`src/design/tet4_to_tet10_midside_nodes_unit_assert.svh`:
```
// Assertion macros for the tet4-to-tet10 midside node unit.
// Used by design files through a plain include; needs clk and arst_n in scope.
`ifndef TET4_TO_TET10_MIDSIDE_NODES_UNIT_ASSERT_SVH
`define TET4_TO_TET10_MIDSIDE_NODES_UNIT_ASSERT_SVH
`ifndef SYNTH
`define T4T10_ASSERT_NOW(lbl, ante, cons, msg) \
	lbl: assert property (@(posedge clk) disable iff (!arst_n) (ante) |-> (cons)) \
		else $error(msg);
`define T4T10_ASSERT_NEXT(lbl, ante, cons, msg) \
	lbl: assert property (@(posedge clk) disable iff (!arst_n) (ante) |=> (cons)) \
		else $error(msg);
`else
`define T4T10_ASSERT_NOW(lbl, ante, cons, msg)
`define T4T10_ASSERT_NEXT(lbl, ante, cons, msg)
`endif
`endif

```
`src/design/t4t10_pkg.sv`:
```
// Shared types, constants and helper functions for the tet4-to-tet10 unit.
// No dependencies; imported by the controller, datapath and top level.
`default_nettype none
package t4t10_pkg;

	localparam int IW      = 16;                 // node index width
	localparam int NODE_AW = IW;
	localparam int NODE_N  = 1 << NODE_AW;
	localparam int EDGE_AW = 16;
	localparam int EDGE_N  = 1 << EDGE_AW;
	localparam int CNT_W   = 17;
	localparam int CW      = 32;                 // coordinate width
	localparam int DW      = CW + 1;             // corner difference
	localparam int PW      = 2 * DW + 1;         // 2x2 minor
	localparam int MW      = PW + DW;            // multiplier product
	localparam int VW      = MW + 2;             // volume sum

	localparam logic [CNT_W-1:0]   NODE_CAP   = CNT_W'(NODE_N);
	localparam logic [CNT_W-1:0]   EDGE_CAP   = CNT_W'(EDGE_N);
	localparam logic [EDGE_AW-1:0] CNT_MAX    = '1;
	localparam int                 MUL_STEPS  = DW;
	localparam logic [3:0]         LAST_SLOT  = 4'd9;
	localparam logic [2:0]         LAST_EDGE  = 3'd5;
	localparam logic [3:0]         FIRST_MID  = 4'd4;

	typedef enum logic [1:0] {
		ERR_OK        = 2'd0,
		ERR_CORNER    = 2'd1,
		ERR_NODE_FULL = 2'd2,
		ERR_EDGE_FULL = 2'd3
	} err_t;

	typedef enum logic [2:0] {
		EM_NODE    = 3'd0,
		EM_ERR     = 3'd1,
		EM_CORNER  = 3'd2,
		EM_MID_NEW = 3'd3,
		EM_MID_RD  = 3'd4
	} emit_sel_t;

	typedef enum logic [1:0] {
		MOP_P    = 2'd0,
		MOP_D    = 2'd1,
		MOP_VSET = 2'd2,
		MOP_VADD = 2'd3
	} mul_op_t;

	typedef struct packed {
		logic signed [CW-1:0] x;
		logic signed [CW-1:0] y;
		logic signed [CW-1:0] z;
		logic signed [CW-1:0] a;
	} node_ent_t;

	typedef struct packed {
		logic          v;
		logic [31:0]   key;
		logic [IW-1:0] node;
	} edge_ent_t;

	typedef struct packed {
		logic               load_in;
		logic               node_write;
		logic               clr;
		logic [EDGE_AW-1:0] clr_addr;
		logic               nrd_corner;
		logic               nrd_res;
		logic [1:0]         k;
		logic               cap_en;
		logic [1:0]         cap_k;
		logic               diff;
		logic               mul_load;
		logic               mul_step;
		logic               mul_last;
		logic               mul_fin;
		mul_op_t            mop;
		logic [3:0]         p;
		logic               swap;
		logic [2:0]         e;
		logic               lk_dup;
		logic               lk_hit;
		logic               lk_miss;
		logic               probe_first;
		logic               probe_next;
		logic               mid_write;
		logic               ins_write;
		logic               emit;
		emit_sel_t          esel;
		err_t               err;
		logic [3:0]         slot;
		logic               last;
	} cmd_t;

	typedef struct packed {
		logic corners_ok;
		logic node_full;
		logic dup_found;
		logic ent_hit;
		logic ent_empty;
		logic cap_node_err;
		logic cap_edge_err;
		logic fresh_e;
	} sts_t;

	// edge order: (0,1) (2,1) (0,2) (0,3) (3,1) (3,2)
	function automatic logic [1:0] edge_from(input logic [2:0] e);
		logic [1:0] r;
		unique case (e)
			3'd0: r = 2'd0;
			3'd1: r = 2'd2;
			3'd2: r = 2'd0;
			3'd3: r = 2'd0;
			3'd4: r = 2'd3;
			3'd5: r = 2'd3;
			default: r = 2'd0;
		endcase
		return r;
	endfunction

	function automatic logic [1:0] edge_to(input logic [2:0] e);
		logic [1:0] r;
		unique case (e)
			3'd0: r = 2'd1;
			3'd1: r = 2'd1;
			3'd2: r = 2'd2;
			3'd3: r = 2'd3;
			3'd4: r = 2'd1;
			3'd5: r = 2'd2;
			default: r = 2'd0;
		endcase
		return r;
	endfunction

	function automatic logic [EDGE_AW-1:0] edge_hash(input logic [31:0] key);
		return key[15:0] ^ key[31:16] ^ {key[26:16], key[31:27]};
	endfunction

endpackage
`default_nettype wire

```
`src/design/t4t10_ctrl.sv`:
```
// Controller state machine for the tet4-to-tet10 unit.
// Depends on t4t10_pkg and the assertion macro header.
`default_nettype none
`include "tet4_to_tet10_midside_nodes_unit_assert.svh"
module t4t10_ctrl (
	input  logic              clk,
	input  logic              arst_n,
	input  logic              in_valid,
	output logic              in_stall,
	input  logic              mode,
	output logic              out_valid,
	input  logic              out_stall,
	output t4t10_pkg::cmd_t   cmd,
	input  t4t10_pkg::sts_t   sts
);
	import t4t10_pkg::*;

	typedef enum logic [16:0] {
		S_CLR  = 17'h00001,
		S_IDLE = 17'h00002,
		S_NODE = 17'h00004,
		S_CHK  = 17'h00008,
		S_RDC  = 17'h00010,
		S_DIFF = 17'h00020,
		S_MLD  = 17'h00040,
		S_MRUN = 17'h00080,
		S_MFIN = 17'h00100,
		S_SWAP = 17'h00200,
		S_LK   = 17'h00400,
		S_PRB  = 17'h00800,
		S_CAP  = 17'h01000,
		S_OUT  = 17'h02000,
		S_INS  = 17'h04000,
		S_RDW  = 17'h08000,
		S_ERR  = 17'h10000
	} state_t;

	state_t             state_q, state_d;
	logic [EDGE_AW-1:0] cnt_q, cnt_d;
	logic [3:0]         p_q, p_d;
	logic [2:0]         e_q, e_d;
	logic [3:0]         k_q, k_d;
	err_t               err_q, err_d;
	logic               out_valid_q;
	logic               out_free;
	logic               in_acc;
	logic               out_phase;

	assign out_free  = !out_valid_q || !out_stall;
	assign in_stall  = (state_q != S_IDLE);
	assign in_acc    = in_valid && !in_stall;
	assign out_valid = out_valid_q;
	assign out_phase = (state_q == S_OUT) || (state_q == S_INS) || (state_q == S_RDW);

	always_comb begin
		cmd          = '0;
		cmd.clr_addr = cnt_q;
		cmd.k        = k_q[1:0];
		cmd.cap_k    = 2'(cnt_q[1:0] - 2'd1);
		cmd.p        = p_q;
		cmd.e        = out_phase ? 3'(k_q - FIRST_MID) : e_q;
		cmd.err      = err_q;
		cmd.slot     = k_q;
		cmd.last     = (k_q == LAST_SLOT);
		cmd.esel     = EM_ERR;
		unique case (p_q)
			4'd0, 4'd3, 4'd6: cmd.mop = MOP_P;
			4'd1, 4'd4, 4'd7: cmd.mop = MOP_D;
			4'd2:             cmd.mop = MOP_VSET;
			default:          cmd.mop = MOP_VADD;
		endcase
		state_d = state_q;
		cnt_d   = cnt_q;
		p_d     = p_q;
		e_d     = e_q;
		k_d     = k_q;
		err_d   = err_q;
		unique case (state_q)
			S_CLR: begin
				cmd.clr = 1'b1;
				cnt_d   = cnt_q + 1'b1;
				if (cnt_q == CNT_MAX) state_d = S_IDLE;
			end
			S_IDLE: begin
				if (in_valid) begin
					cmd.load_in = 1'b1;
					state_d     = mode ? S_CHK : S_NODE;
				end
			end
			S_NODE: begin
				if (sts.node_full) begin
					err_d   = ERR_NODE_FULL;
					state_d = S_ERR;
				end else if (out_free) begin
					cmd.node_write = 1'b1;
					cmd.emit       = 1'b1;
					cmd.esel       = EM_NODE;
					state_d        = S_IDLE;
				end
			end
			S_CHK: begin
				cnt_d = '0;
				if (!sts.corners_ok) begin
					err_d   = ERR_CORNER;
					state_d = S_ERR;
				end else begin
					state_d = S_RDC;
				end
			end
			S_RDC: begin
				// read corner n while capturing corner n-1
				cmd.k          = cnt_q[1:0];
				cmd.nrd_corner = (cnt_q < EDGE_AW'(4));
				cmd.cap_en     = (cnt_q != '0);
				cnt_d          = cnt_q + 1'b1;
				if (cnt_q == EDGE_AW'(4)) state_d = S_DIFF;
			end
			S_DIFF: begin
				cmd.diff = 1'b1;
				p_d      = '0;
				state_d  = S_MLD;
			end
			S_MLD: begin
				cmd.mul_load = 1'b1;
				cnt_d        = '0;
				state_d      = S_MRUN;
			end
			S_MRUN: begin
				cmd.mul_step = 1'b1;
				cmd.mul_last = (cnt_q == EDGE_AW'(MUL_STEPS - 1));
				cnt_d        = cnt_q + 1'b1;
				if (cmd.mul_last) state_d = S_MFIN;
			end
			S_MFIN: begin
				cmd.mul_fin = 1'b1;
				p_d         = p_q + 1'b1;
				state_d     = (p_q == 4'd8) ? S_SWAP : S_MLD;
			end
			S_SWAP: begin
				cmd.swap = 1'b1;
				e_d      = '0;
				state_d  = S_LK;
			end
			S_LK: begin
				cnt_d = '0;
				if (sts.dup_found) begin
					cmd.lk_dup = 1'b1;
					e_d        = e_q + 1'b1;
					state_d    = (e_q == LAST_EDGE) ? S_CAP : S_LK;
				end else begin
					cmd.probe_first = 1'b1;
					state_d         = S_PRB;
				end
			end
			S_PRB: begin
				if (sts.ent_hit || sts.ent_empty || cnt_q == CNT_MAX) begin
					cmd.lk_hit  = sts.ent_hit;
					cmd.lk_miss = !sts.ent_hit;
					e_d         = e_q + 1'b1;
					state_d     = (e_q == LAST_EDGE) ? S_CAP : S_LK;
				end else begin
					cmd.probe_next = 1'b1;
					cnt_d          = cnt_q + 1'b1;
				end
			end
			S_CAP: begin
				k_d = '0;
				priority if (sts.cap_node_err) begin
					err_d   = ERR_NODE_FULL;
					state_d = S_ERR;
				end else if (sts.cap_edge_err) begin
					err_d   = ERR_EDGE_FULL;
					state_d = S_ERR;
				end else begin
					state_d = S_OUT;
				end
			end
			S_OUT: begin
				if (k_q < FIRST_MID) begin
					if (out_free) begin
						cmd.emit = 1'b1;
						cmd.esel = EM_CORNER;
						k_d      = k_q + 1'b1;
					end
				end else if (sts.fresh_e) begin
					if (out_free) begin
						cmd.emit        = 1'b1;
						cmd.esel        = EM_MID_NEW;
						cmd.mid_write   = 1'b1;
						cmd.probe_first = 1'b1;
						state_d         = S_INS;
					end
				end else begin
					cmd.nrd_res = 1'b1;
					state_d     = S_RDW;
				end
			end
			S_INS: begin
				// walk to the first free slot of the edge table
				if (sts.ent_empty) begin
					cmd.ins_write = 1'b1;
					k_d           = k_q + 1'b1;
					state_d       = (k_q == LAST_SLOT) ? S_IDLE : S_OUT;
				end else begin
					cmd.probe_next = 1'b1;
				end
			end
			S_RDW: begin
				if (out_free) begin
					cmd.emit = 1'b1;
					cmd.esel = EM_MID_RD;
					k_d      = k_q + 1'b1;
					state_d  = (k_q == LAST_SLOT) ? S_IDLE : S_OUT;
				end
			end
			S_ERR: begin
				if (out_free) begin
					cmd.emit = 1'b1;
					cmd.esel = EM_ERR;
					state_d  = S_IDLE;
				end
			end
			default: state_d = S_IDLE;
		endcase
	end

	always_ff @(posedge clk or negedge arst_n) begin
		if (!arst_n) begin
			state_q     <= S_CLR;
			cnt_q       <= '0;
			p_q         <= '0;
			e_q         <= '0;
			k_q         <= '0;
			err_q       <= ERR_OK;
			out_valid_q <= 1'b0;
		end else begin
			state_q <= state_d;
			cnt_q   <= cnt_d;
			p_q     <= p_d;
			e_q     <= e_d;
			k_q     <= k_d;
			err_q   <= err_d;
			if (cmd.emit) out_valid_q <= 1'b1;
			else if (!out_stall) out_valid_q <= 1'b0;
		end
	end

	`T4T10_ASSERT_NEXT(a_busy_after_req, in_acc, in_stall, "request accepted but unit not busy")
	`T4T10_ASSERT_NOW(a_emit_room, cmd.emit, out_free, "result emitted over a pending one")
	`T4T10_ASSERT_NEXT(a_probe_bound, state_q == S_PRB && cnt_q == CNT_MAX, state_q != S_PRB,
		"edge probe ran past table depth")

endmodule
`default_nettype wire

```
`config.mk`:
```
export PLATFORM = sky130hd
export DESIGN_NAME = t4t10_ctrl
export DESIGN_NICKNAME = d
export VERILOG_FILES = /design/src/design/t4t10_pkg.sv /design/src/design/t4t10_ctrl.sv
export VERILOG_INCLUDE_DIRS = /design/src /design/src/design
export SDC_FILE = /design/constraint.sdc
export NUM_CORES = 1
export LEC_CHECK = 0
export ABC_AREA = 1
export BUFFER_PORTS_ARGS = -buffer_cell sky130_fd_sc_hd__buf_2
export CORE_MARGIN = 2
export CORE_UTILIZATION = 30
export CTS_BUF_LIST = sky130_fd_sc_hd__clkbuf_16
export DETAILED_ROUTE_END_ITERATION = 8
export HOLD_SLACK_MARGIN = 0.1
export PLACE_DENSITY_LB_ADDON = 0.08
export SLEW_MARGIN = 20
export SYNTH_ARGS = -nofsm -noshare
export SYNTH_HDL_FRONTEND = slang
export SYNTH_SLANG_ARGS = --single-unit
```
`constraint.sdc`:
```
create_clock -name clk -period 5.4 [get_ports clk]
set_input_delay 0.54 -clock clk [delete_from_list [all_inputs] [get_ports clk]]
set_output_delay 0.54 -clock clk [all_outputs]
set_load 0.005 [all_outputs]
```
==> key figures, run 1 <==
Outcome
  • Status: finished clean

Route
  • Via-per-instance ratio: 4.93
  • Remaining DRCs: 0
  • WL/cell: 14.4 um
  • DRC marker count from the first detailed-route iteration: 206
  • TritonRoute pass-1 iters: 4
  • Detail Route Antenna Nets: 0
  • Vias: 3794
  • Routed WL: 11.1 mm

Power
  • Reg power frac: 32.7%
  • Net Sw Power: 545 uW
  • Clock power frac: 27.9%
  • Pwr/cell area: 300 nW/um2
  • Internal Power: 751 uW
  • Leakage: 2.32 nW
  • Switching Fraction: 42.1%
  • Combinational fraction of design power: 39.4%
  • VDD IR max: 0.211 mV

Synthesis
  • Yosys reg bits: 47
  • Most frequent cells after synthesis: 126 x nand2_1, 104 x nor2_1, 67 x inv_1, 53 x nand3_1, 46 x dfrtp_1
  • Syn Inst Count: 551
  • Ys Warns: 0
  • Synth Flop Type: dfrtp_1
  • Synth top area share: 31.2%
  • Synthesized area: 3690 um2
  • Post-synthesis sequential area ratio: 31.9%
  • Post-synth EDFFs: 0
  • Synth area leader: dfrtp_1
  • Main area contributors after synthesis: dfrtp_1 31%, nand2_1 13%, nor2_1 11%, nand3_1 7.2%, inv_1 6.8%
  • FFs w/ async S/R, synth: 100%
  • Distinct cells, synth: 44
  • Most numerous cell in the Yosys netlist: nand2_1
  • Syn nets: 574
  • Avg Cell Area, Syn: 6.70 um2

Floorplanning
  • Die H: 115 um
  • Starting Density: 30.7%
  • Total core area: 12000 um2
  • Die area: 13200 um2
  • Die X: 115 um
  • # IOs: 74
  • Rows: 40

Placement
  • DP Wirelength: 8.52 mm
  • Gp weighted congestion: 0.827
  • Input/output buffers: 73

Clock tree
  • Clk pin slew, worst setup/hold paths: 0.07 ns
  • Clk_lat worst skew: 0.30 ns
  • Sink Count: 47
  • CTS resizes: 0
  • H-tree Lvls: 2
  • Hold_buf cts: 0
  • Cts bufs inserted: 5
  • Post-CTS Setup Bufs: 0
  • Root buffer cell: clkbuf_16
  • Clk buf depth: 2
  • TritonCTS clock tree: done

Timing
  • Final Hold Viols: 0
  • Slew Limit Headroom: 55.9%
  • Hold slack: 0.353 ns
  • Period minus WS final: 3.06 ns
  • Fin crit share: 56.7%
  • Worst slew pin tran: 0.662 ns
  • Setup TNS Final: 0 ns
  • FMAX: 327 MHz
  • Final setup violation count: 0
  • Unrepaired setup endpoints after global routing: false
  • Setup Skew: 0.00835 ns
  • Max Slew Vio Count: 0

Worst hold path
  • Hold/Removal Path Class: in -> async

Setup path
  • Crit Path Category: reg -> out
  • R2r startpoint: state_q[3]$_DFFE_PN0P_
  • Nature of the critical path endpoint: output port
  • Reg2Reg Depth: 9
  • Crit path max-delay family: simple AND/OR/NAND/NOR gates
  • Critical path depth in cells: 9
  • Worst-path cell chain: nor2_1 > nand2_2 > nor2_4 > nand3_1 > nand3_2 > inv_1 > nand2_1 > o21ai_0 > buf_2
  • WP buf/inv: 2
  • Critical Path Max Stage Delay: 0.52 ns
  • Crit path max fanout: 22
  • Critical Path RT: 4.86 ns
  • CP arrival: 2.52 ns
  • R2r endpoint: cnt_q[3]$_DFFE_PN0P_
  • Internal reg-to-reg setup slack: 2.83 ns
  • Slowest-stage cell, CP: nor2_4
  • Worst setup SP type: flip-flop

Layout
  • Share of cells above drive strength 1: 18.0%
  • Ant diodes: 0
  • Fill count: 1320
  • Layout Nets: 645
  • P&R area growth vs syn: 16.9%

Global route
  • GRT Total Usage: 17.3%
  • Number of global-route vias before repair: 3610
  • First-pass GRT wire length: 17.9 mm
  • Largest net degree at the start of global routing: 48
  • GRT overflow: 0
  • Initial antenna violation count: 0

Flow run
  • Max-Cap Viols: 0
-- logic make-up (layout without fill, tap and decap cells) --
kind of cell / count (synthesis) / after routing / synth area share, %
flops: 47 / 47 / 31.9
xor+xnor: 12 / 12 / 2.85
simple gates: 350 / 350 / 44.1
fa+ha+maj: 10 / 10 / 3.39
compound gates: 54 / 54 / 8.30
buf+inv: 78 / 150 / 9.48
-- flip-flops by register name, indices dropped and copies added, names as in the netlist --
signal,flops
k_q,4
state_q,17
p_q,4
err_q,2
out_valid,1
cnt_q,16
e_q,3
-- layout by cell type (no fill, tap or decap), types with 6 or more instances in the layout --
cell / synthesis / final
a21oi_1: 6 / 6
buf_2: 3 / 73
dfrtp_1: 46 / 46
ha_1: 10 / 10
inv_1: 67 / 67
nand2_1: 126 / 126
nand3_1: 53 / 53
nand4_1: 15 / 15
nor2_1: 104 / 104
nor2_2: 7 / 7
nor3_1: 15 / 15
o21ai_0: 20 / 20
o21ai_1: 14 / 14
xnor2_1: 8 / 8
-- cell type report --
type / instances / area [um2] / area share (%)
Clock inverter: 3 / 38.8 / 0.898
Tap cell: 147 / 184 / 4.26
Multi-Input combinational cell: 426 / 2170 / 50.1
Inverter: 68 / 255 / 5.91
Timing Repair Buffer: 74 / 373 / 8.63
Clock buffer: 5 / 125 / 2.90
Sequential cell: 47 / 1180 / 27.3
-- worst max path at each step --
stage                   end  slack (ns)                    from
floorplan           cmd[14]        3.31  state_q[3]$_DFFE_PN0P_
global placement    cmd[20]        2.67  state_q[3]$_DFFE_PN0P_
detailed placement  cmd[20]        2.61  state_q[3]$_DFFE_PN0P_
CTS                 cmd[20]        2.29  state_q[3]$_DFFE_PN0P_
global route        cmd[20]        2.08  state_q[3]$_DFFE_PN0P_
finish              cmd[20]        2.34  state_q[3]$_DFFE_PN0P_
-- power groups by stage --
stage / sequential [mW] / combinational (mW) / clock [mW]
after floorplan: 0.415 / 0.424 / 0
after global placement: 0.430 / 0.514 / 0
after detailed placement: 0.431 / 0.516 / 0
after CTS: 0.424 / 0.519 / 0.374
after global routing: 0.430 / 0.575 / 0.386
final: 0.424 / 0.511 / 0.362
-- layer usage --
metal | vias to the layer above | GRT usage (%) | wire (um)
met5 | - | 0 | 0
met4 | 0 | 5.62 | 171
met3 | 16 | 2.53 | 392
li1 | 1938 | - | -
met1 | 1759 | 22.9 | 5270
met2 | 81 | 29.2 | 5260
-- stage by stage --
stage / utilization, % / instances / worst slack (ns) / instance area, um2 / total power [mW]
2_1_floorplan: - / 551 / 3.31 / 3690 / 0.839
6_report: 36.0 / 770 / 2.34 / 4320 / 1.30
3_3_place_gp: 34.6 / 762 / 2.67 / 4160 / 0.945
5_1_grt: 36.0 / 770 / 2.08 / 4320 / 1.39
3_5_place_dp: 34.6 / 762 / 2.61 / 4160 / 0.947
4_1_cts: 36.0 / 770 / 2.29 / 4320 / 1.32
(Power assumes the default switching activity.)
==> run 2: changes to the inputs <==
Settings changed: ABC_AREA 1 to 0.
Clock period 5.4 ns to 2.55 ns, I/O delays scaled along.
==> run 2 against run 1 <==
Compared with the run above: the flow now finishes with violations (setup timing); utilization increased by 18 points; non-clock buffer count increased by 132; routed wire length increased by 7.7%; critical path depth decreased by 3; die area decreased by 15%; sequential share of layout area decreased by 5.7 points; sequential cell count unchanged; sequential power increased by 100%.
==> key figures, run 2 <==
Worst hold path
  • Hold path start: mode
  • Hold Path Depth: 3
  • Hold/Removal Path Class: in -> reg
  • Hold worst-path end: state_q[3]$_DFFE_PN0P_

Clock tree
  • Root buffer cell: clkbuf_16
  • Clk_lat worst skew: 0.30 ns
  • Cts bufs inserted: 5
  • TritonCTS clock tree: done
  • Clk buf depth: 2
  • Sink Count: 47
  • Clk pin slew, worst setup/hold paths: 0.07 ns
  • H-tree Lvls: 2

Power
  • VDD IR max: 0.422 mV
  • Leakage: 2.67 nW
  • Clock power frac: 17.0%
  • Net Sw Power: 1.45 mW
  • Pwr/cell area: 705 nW/um2
  • Switching Fraction: 37.6%
  • Reg power frac: 22.4%
  • Combinational fraction of design power: 60.7%
  • Internal Power: 2.40 mW

Synthesis
  • Post-synthesis sequential area ratio: 37.8%
  • Synthesized area: 3110 um2
  • Distinct cells, synth: 62
  • Simple-gate share of the synthesized area: 33.2%
  • Avg Cell Area, Syn: 8.41 um2
  • Syn nets: 393
  • Synth Flop Type: dfrtp_1
  • Post-synthesis compound-gate area fraction: 18.4%
  • Xor and xnor area share after synthesis: 1.13%
  • Multiplexer share of the synthesized area: 0.362%
  • Post-synth EDFFs: 0
  • FFs w/ async S/R, synth: 100%
  • Yosys reg bits: 47
  • Ys Warns: 0
  • Synth area leader: dfrtp_1
  • Main combinational cell family by area after synthesis: simple AND/OR/NAND/NOR gates
  • Synth top area share: 37.0%
  • Syn Inst Count: 370
  • Most frequent cells after synthesis: 46 x dfrtp_1, 44 x nor2_1, 30 x nand2_1, 30 x o21ai_0, 27 x inv_1
  • Main area contributors after synthesis: dfrtp_1 37%, nor2_1 5.3%, o21ai_0 4.8%, ha_1 4.0%, nand3_1 3.7%
  • Post-Synth Adder-Cell Area: 4.02%
  • Most numerous cell in the Yosys netlist: dfrtp_1

Timing
  • Setup Skew: 0.00971 ns
  • Unrepaired setup endpoints after global routing: true
  • Max Slew Vio Count: 0
  • Worst slew pin tran: 0.752 ns
  • Fin crit share: 118%
  • Slew Limit Headroom: 49.9%
  • Period minus WS final: 3.00 ns
  • Final Hold Viols: 0
  • Final setup violation count: 55
  • FMAX: 333 MHz
  • Final worst setup slack: -0.450 ns

Placement
  • DP Area: 4370 um2
  • DP Wirelength: 8.34 mm
  • Input/output buffers: 73
  • Number of instances in the placed design: 665
  • Gp weighted congestion: 0.800

Setup path
  • Crit path max-delay family: simple AND/OR/NAND/NOR gates
  • R2r startpoint: state_q[15]$_DFFE_PN0P_
  • Nature of the critical path endpoint: output port
  • Crit path max fanout: 4
  • CP arrival: 2.74 ns
  • Crit Path Category: reg -> out
  • Worst setup SP type: flip-flop
  • Slowest-stage cell, CP: or4_4
  • Reg2Reg Depth: 12
  • Critical Path RT: 2.30 ns
  • Worst-path cell chain: or4_4 > or4_4 > or3_4 > or3_4 > a31o_4 > buf_6
  • Internal reg-to-reg setup slack: -0.36 ns
  • R2r endpoint: cnt_q[10]$_DFFE_PN0P_
  • Critical Path Max Stage Delay: 0.54 ns
  • WP buf/inv: 1

Route
  • Vias: 3637
  • Routed WL: 12.0 mm
  • DRC marker count from the first detailed-route iteration: 129
  • Detail Route Antenna Nets: 0
  • Via-per-instance ratio: 5.11
  • WL/cell: 16.8 um
  • TritonRoute pass-1 iters: 6
  • Remaining DRCs: 0

Flow run
  • Max-Cap Viols: 0

Global route
  • Initial antenna violation count: 0
  • Met1 usage: 25.2%
  • Largest net degree at the start of global routing: 30
  • GRT overflow: 0
  • Number of global-route vias before repair: 3531
  • Met2 usage: 37.9%
  • Global route hottest layer: met2
  • GR met3 Demand/Resource: 2.84%
  • GRT Total Usage: 20.7%
  • First-pass GRT wire length: 18.1 mm

Layout
  • P&R area growth vs syn: 75.2%
  • Share of cells above drive strength 1: 53.3%
  • Fill count: 989
  • Largest regs: state_q x17, cnt_q x16
  • Most common cell after layout, fill and taps aside: buf_4
  • Final Instance Area: 5460 um2
  • Most frequent cells in the layout: 105 x buf_4, 71 x buf_2, 46 x dfrtp_1, 40 x nor2_1, 27 x nand2_1
  • Ant diodes: 0
  • Top reg by flops: state_q
  • Layout Nets: 598
  • Max FFs per register: 17
  • Final std cells w/o fill: 712

Floorplanning
  • Die X: 106 um
  • Die area: 11200 um2
  • Total core area: 10200 um2
  • # IOs: 74
  • Starting Density: 30.6%
  • Die H: 106 um
  • Rows: 37

Outcome
  • Status: finished, violations left
  • Failing checks: setup timing
[run 2: kinds of logic after synthesis]
kind of cell,count (synthesis)
and+or+nand+nor,186
adders and majority gates,10
DFF,47
muxes,1
xor gates and xnor gates,4
AOI/OAI and AO/OA,87
buffers and inverters,35
[run 2: layout make-up]
class	instances	area (um2)	area share, %
repair buffers	206	1550	28.4
multi-input cells	288	2310	42.4
inverters	27	106	1.95
flip-flops and latches	47	1180	21.6
clock buffers	5	125	2.29
well taps	136	170	3.12
clock inverters	3	12.5	0.229
[run 2: worst max-delay path by stage]
stage               slack (ns)                    start                       to  cells past startpoint
floorplan                -0.12   state_q[8]$_DFFE_PN0P_                   cmd[7]                      6
global placement         -0.19  state_q[15]$_DFFE_PN0P_     cnt_q[1]$_DFFE_PN0P_                     10
detailed placement       -0.21  state_q[15]$_DFFE_PN0P_  state_q[10]$_DFFE_PN0P_                      9
CTS                      -0.44  state_q[15]$_DFFE_PN0P_                   cmd[7]                      6
global route             -0.53  state_q[15]$_DFFE_PN0P_                  cmd[10]                      8
finish                   -0.45  state_q[15]$_DFFE_PN0P_                   cmd[7]                      6
[run 2: metrics by stage]
step                      TNS [ns]  setup WS (ns)  utilization [%]  hold slack (ns)  total power [mW]
final                       -12.37         -0.450             53.6            0.202              3.85
after global routing        -16.50         -0.525             53.6            0.209              4.02
after CTS                   -10.99         -0.445             50.5            0.197              3.54
after detailed placement     -3.91         -0.214             42.9            0.356              2.36
after global placement       -3.36         -0.190             42.9            0.363              2.33
after floorplan              -1.52         -0.116                -          -0.0406              1.62
[run 2: power groups by stage]
| stage | registers, mW | clock network [mW] | logic, mW |
|---|---|---|---|
| floorplan | 0.897 | 0 | 0.721 |
| global placement | 0.871 | 0 | 1.46 |
| detailed placement | 0.872 | 0 | 1.49 |
| CTS | 0.861 | 0.665 | 2.01 |
| global route | 0.869 | 0.699 | 2.46 |
| finish | 0.861 | 0.653 | 2.34 |
[run 2: timing repair]
action                                  in CTS  in global routing
gates resized for setup                    101                 44
buffers inserted                            23                 13
cloned                                       3                  1
pin swaps                                   18                 20
hold endpoints to repair                    26                  0
hold buffers                                 1                  0
endpoints found under the setup margin      56                 60
[run 2: per-layer routing]
| layer | vias up | share of wire, % | wire (um) |
|---|---|---|---|
| met5 | - | 0 | 0 |
| met4 | 0 | 1.5 | 176 |
| met3 | 12 | 3.3 | 389 |
| met2 | 74 | 52 | 6220 |
| met1 | 1781 | 43 | 5170 |
| li1 | 1770 | - | - |
[run 2: worst min-delay path, stage by stage]
cell    delay, ns
buf_2        0.12
inv_1        0.05
nor3_1       0.04
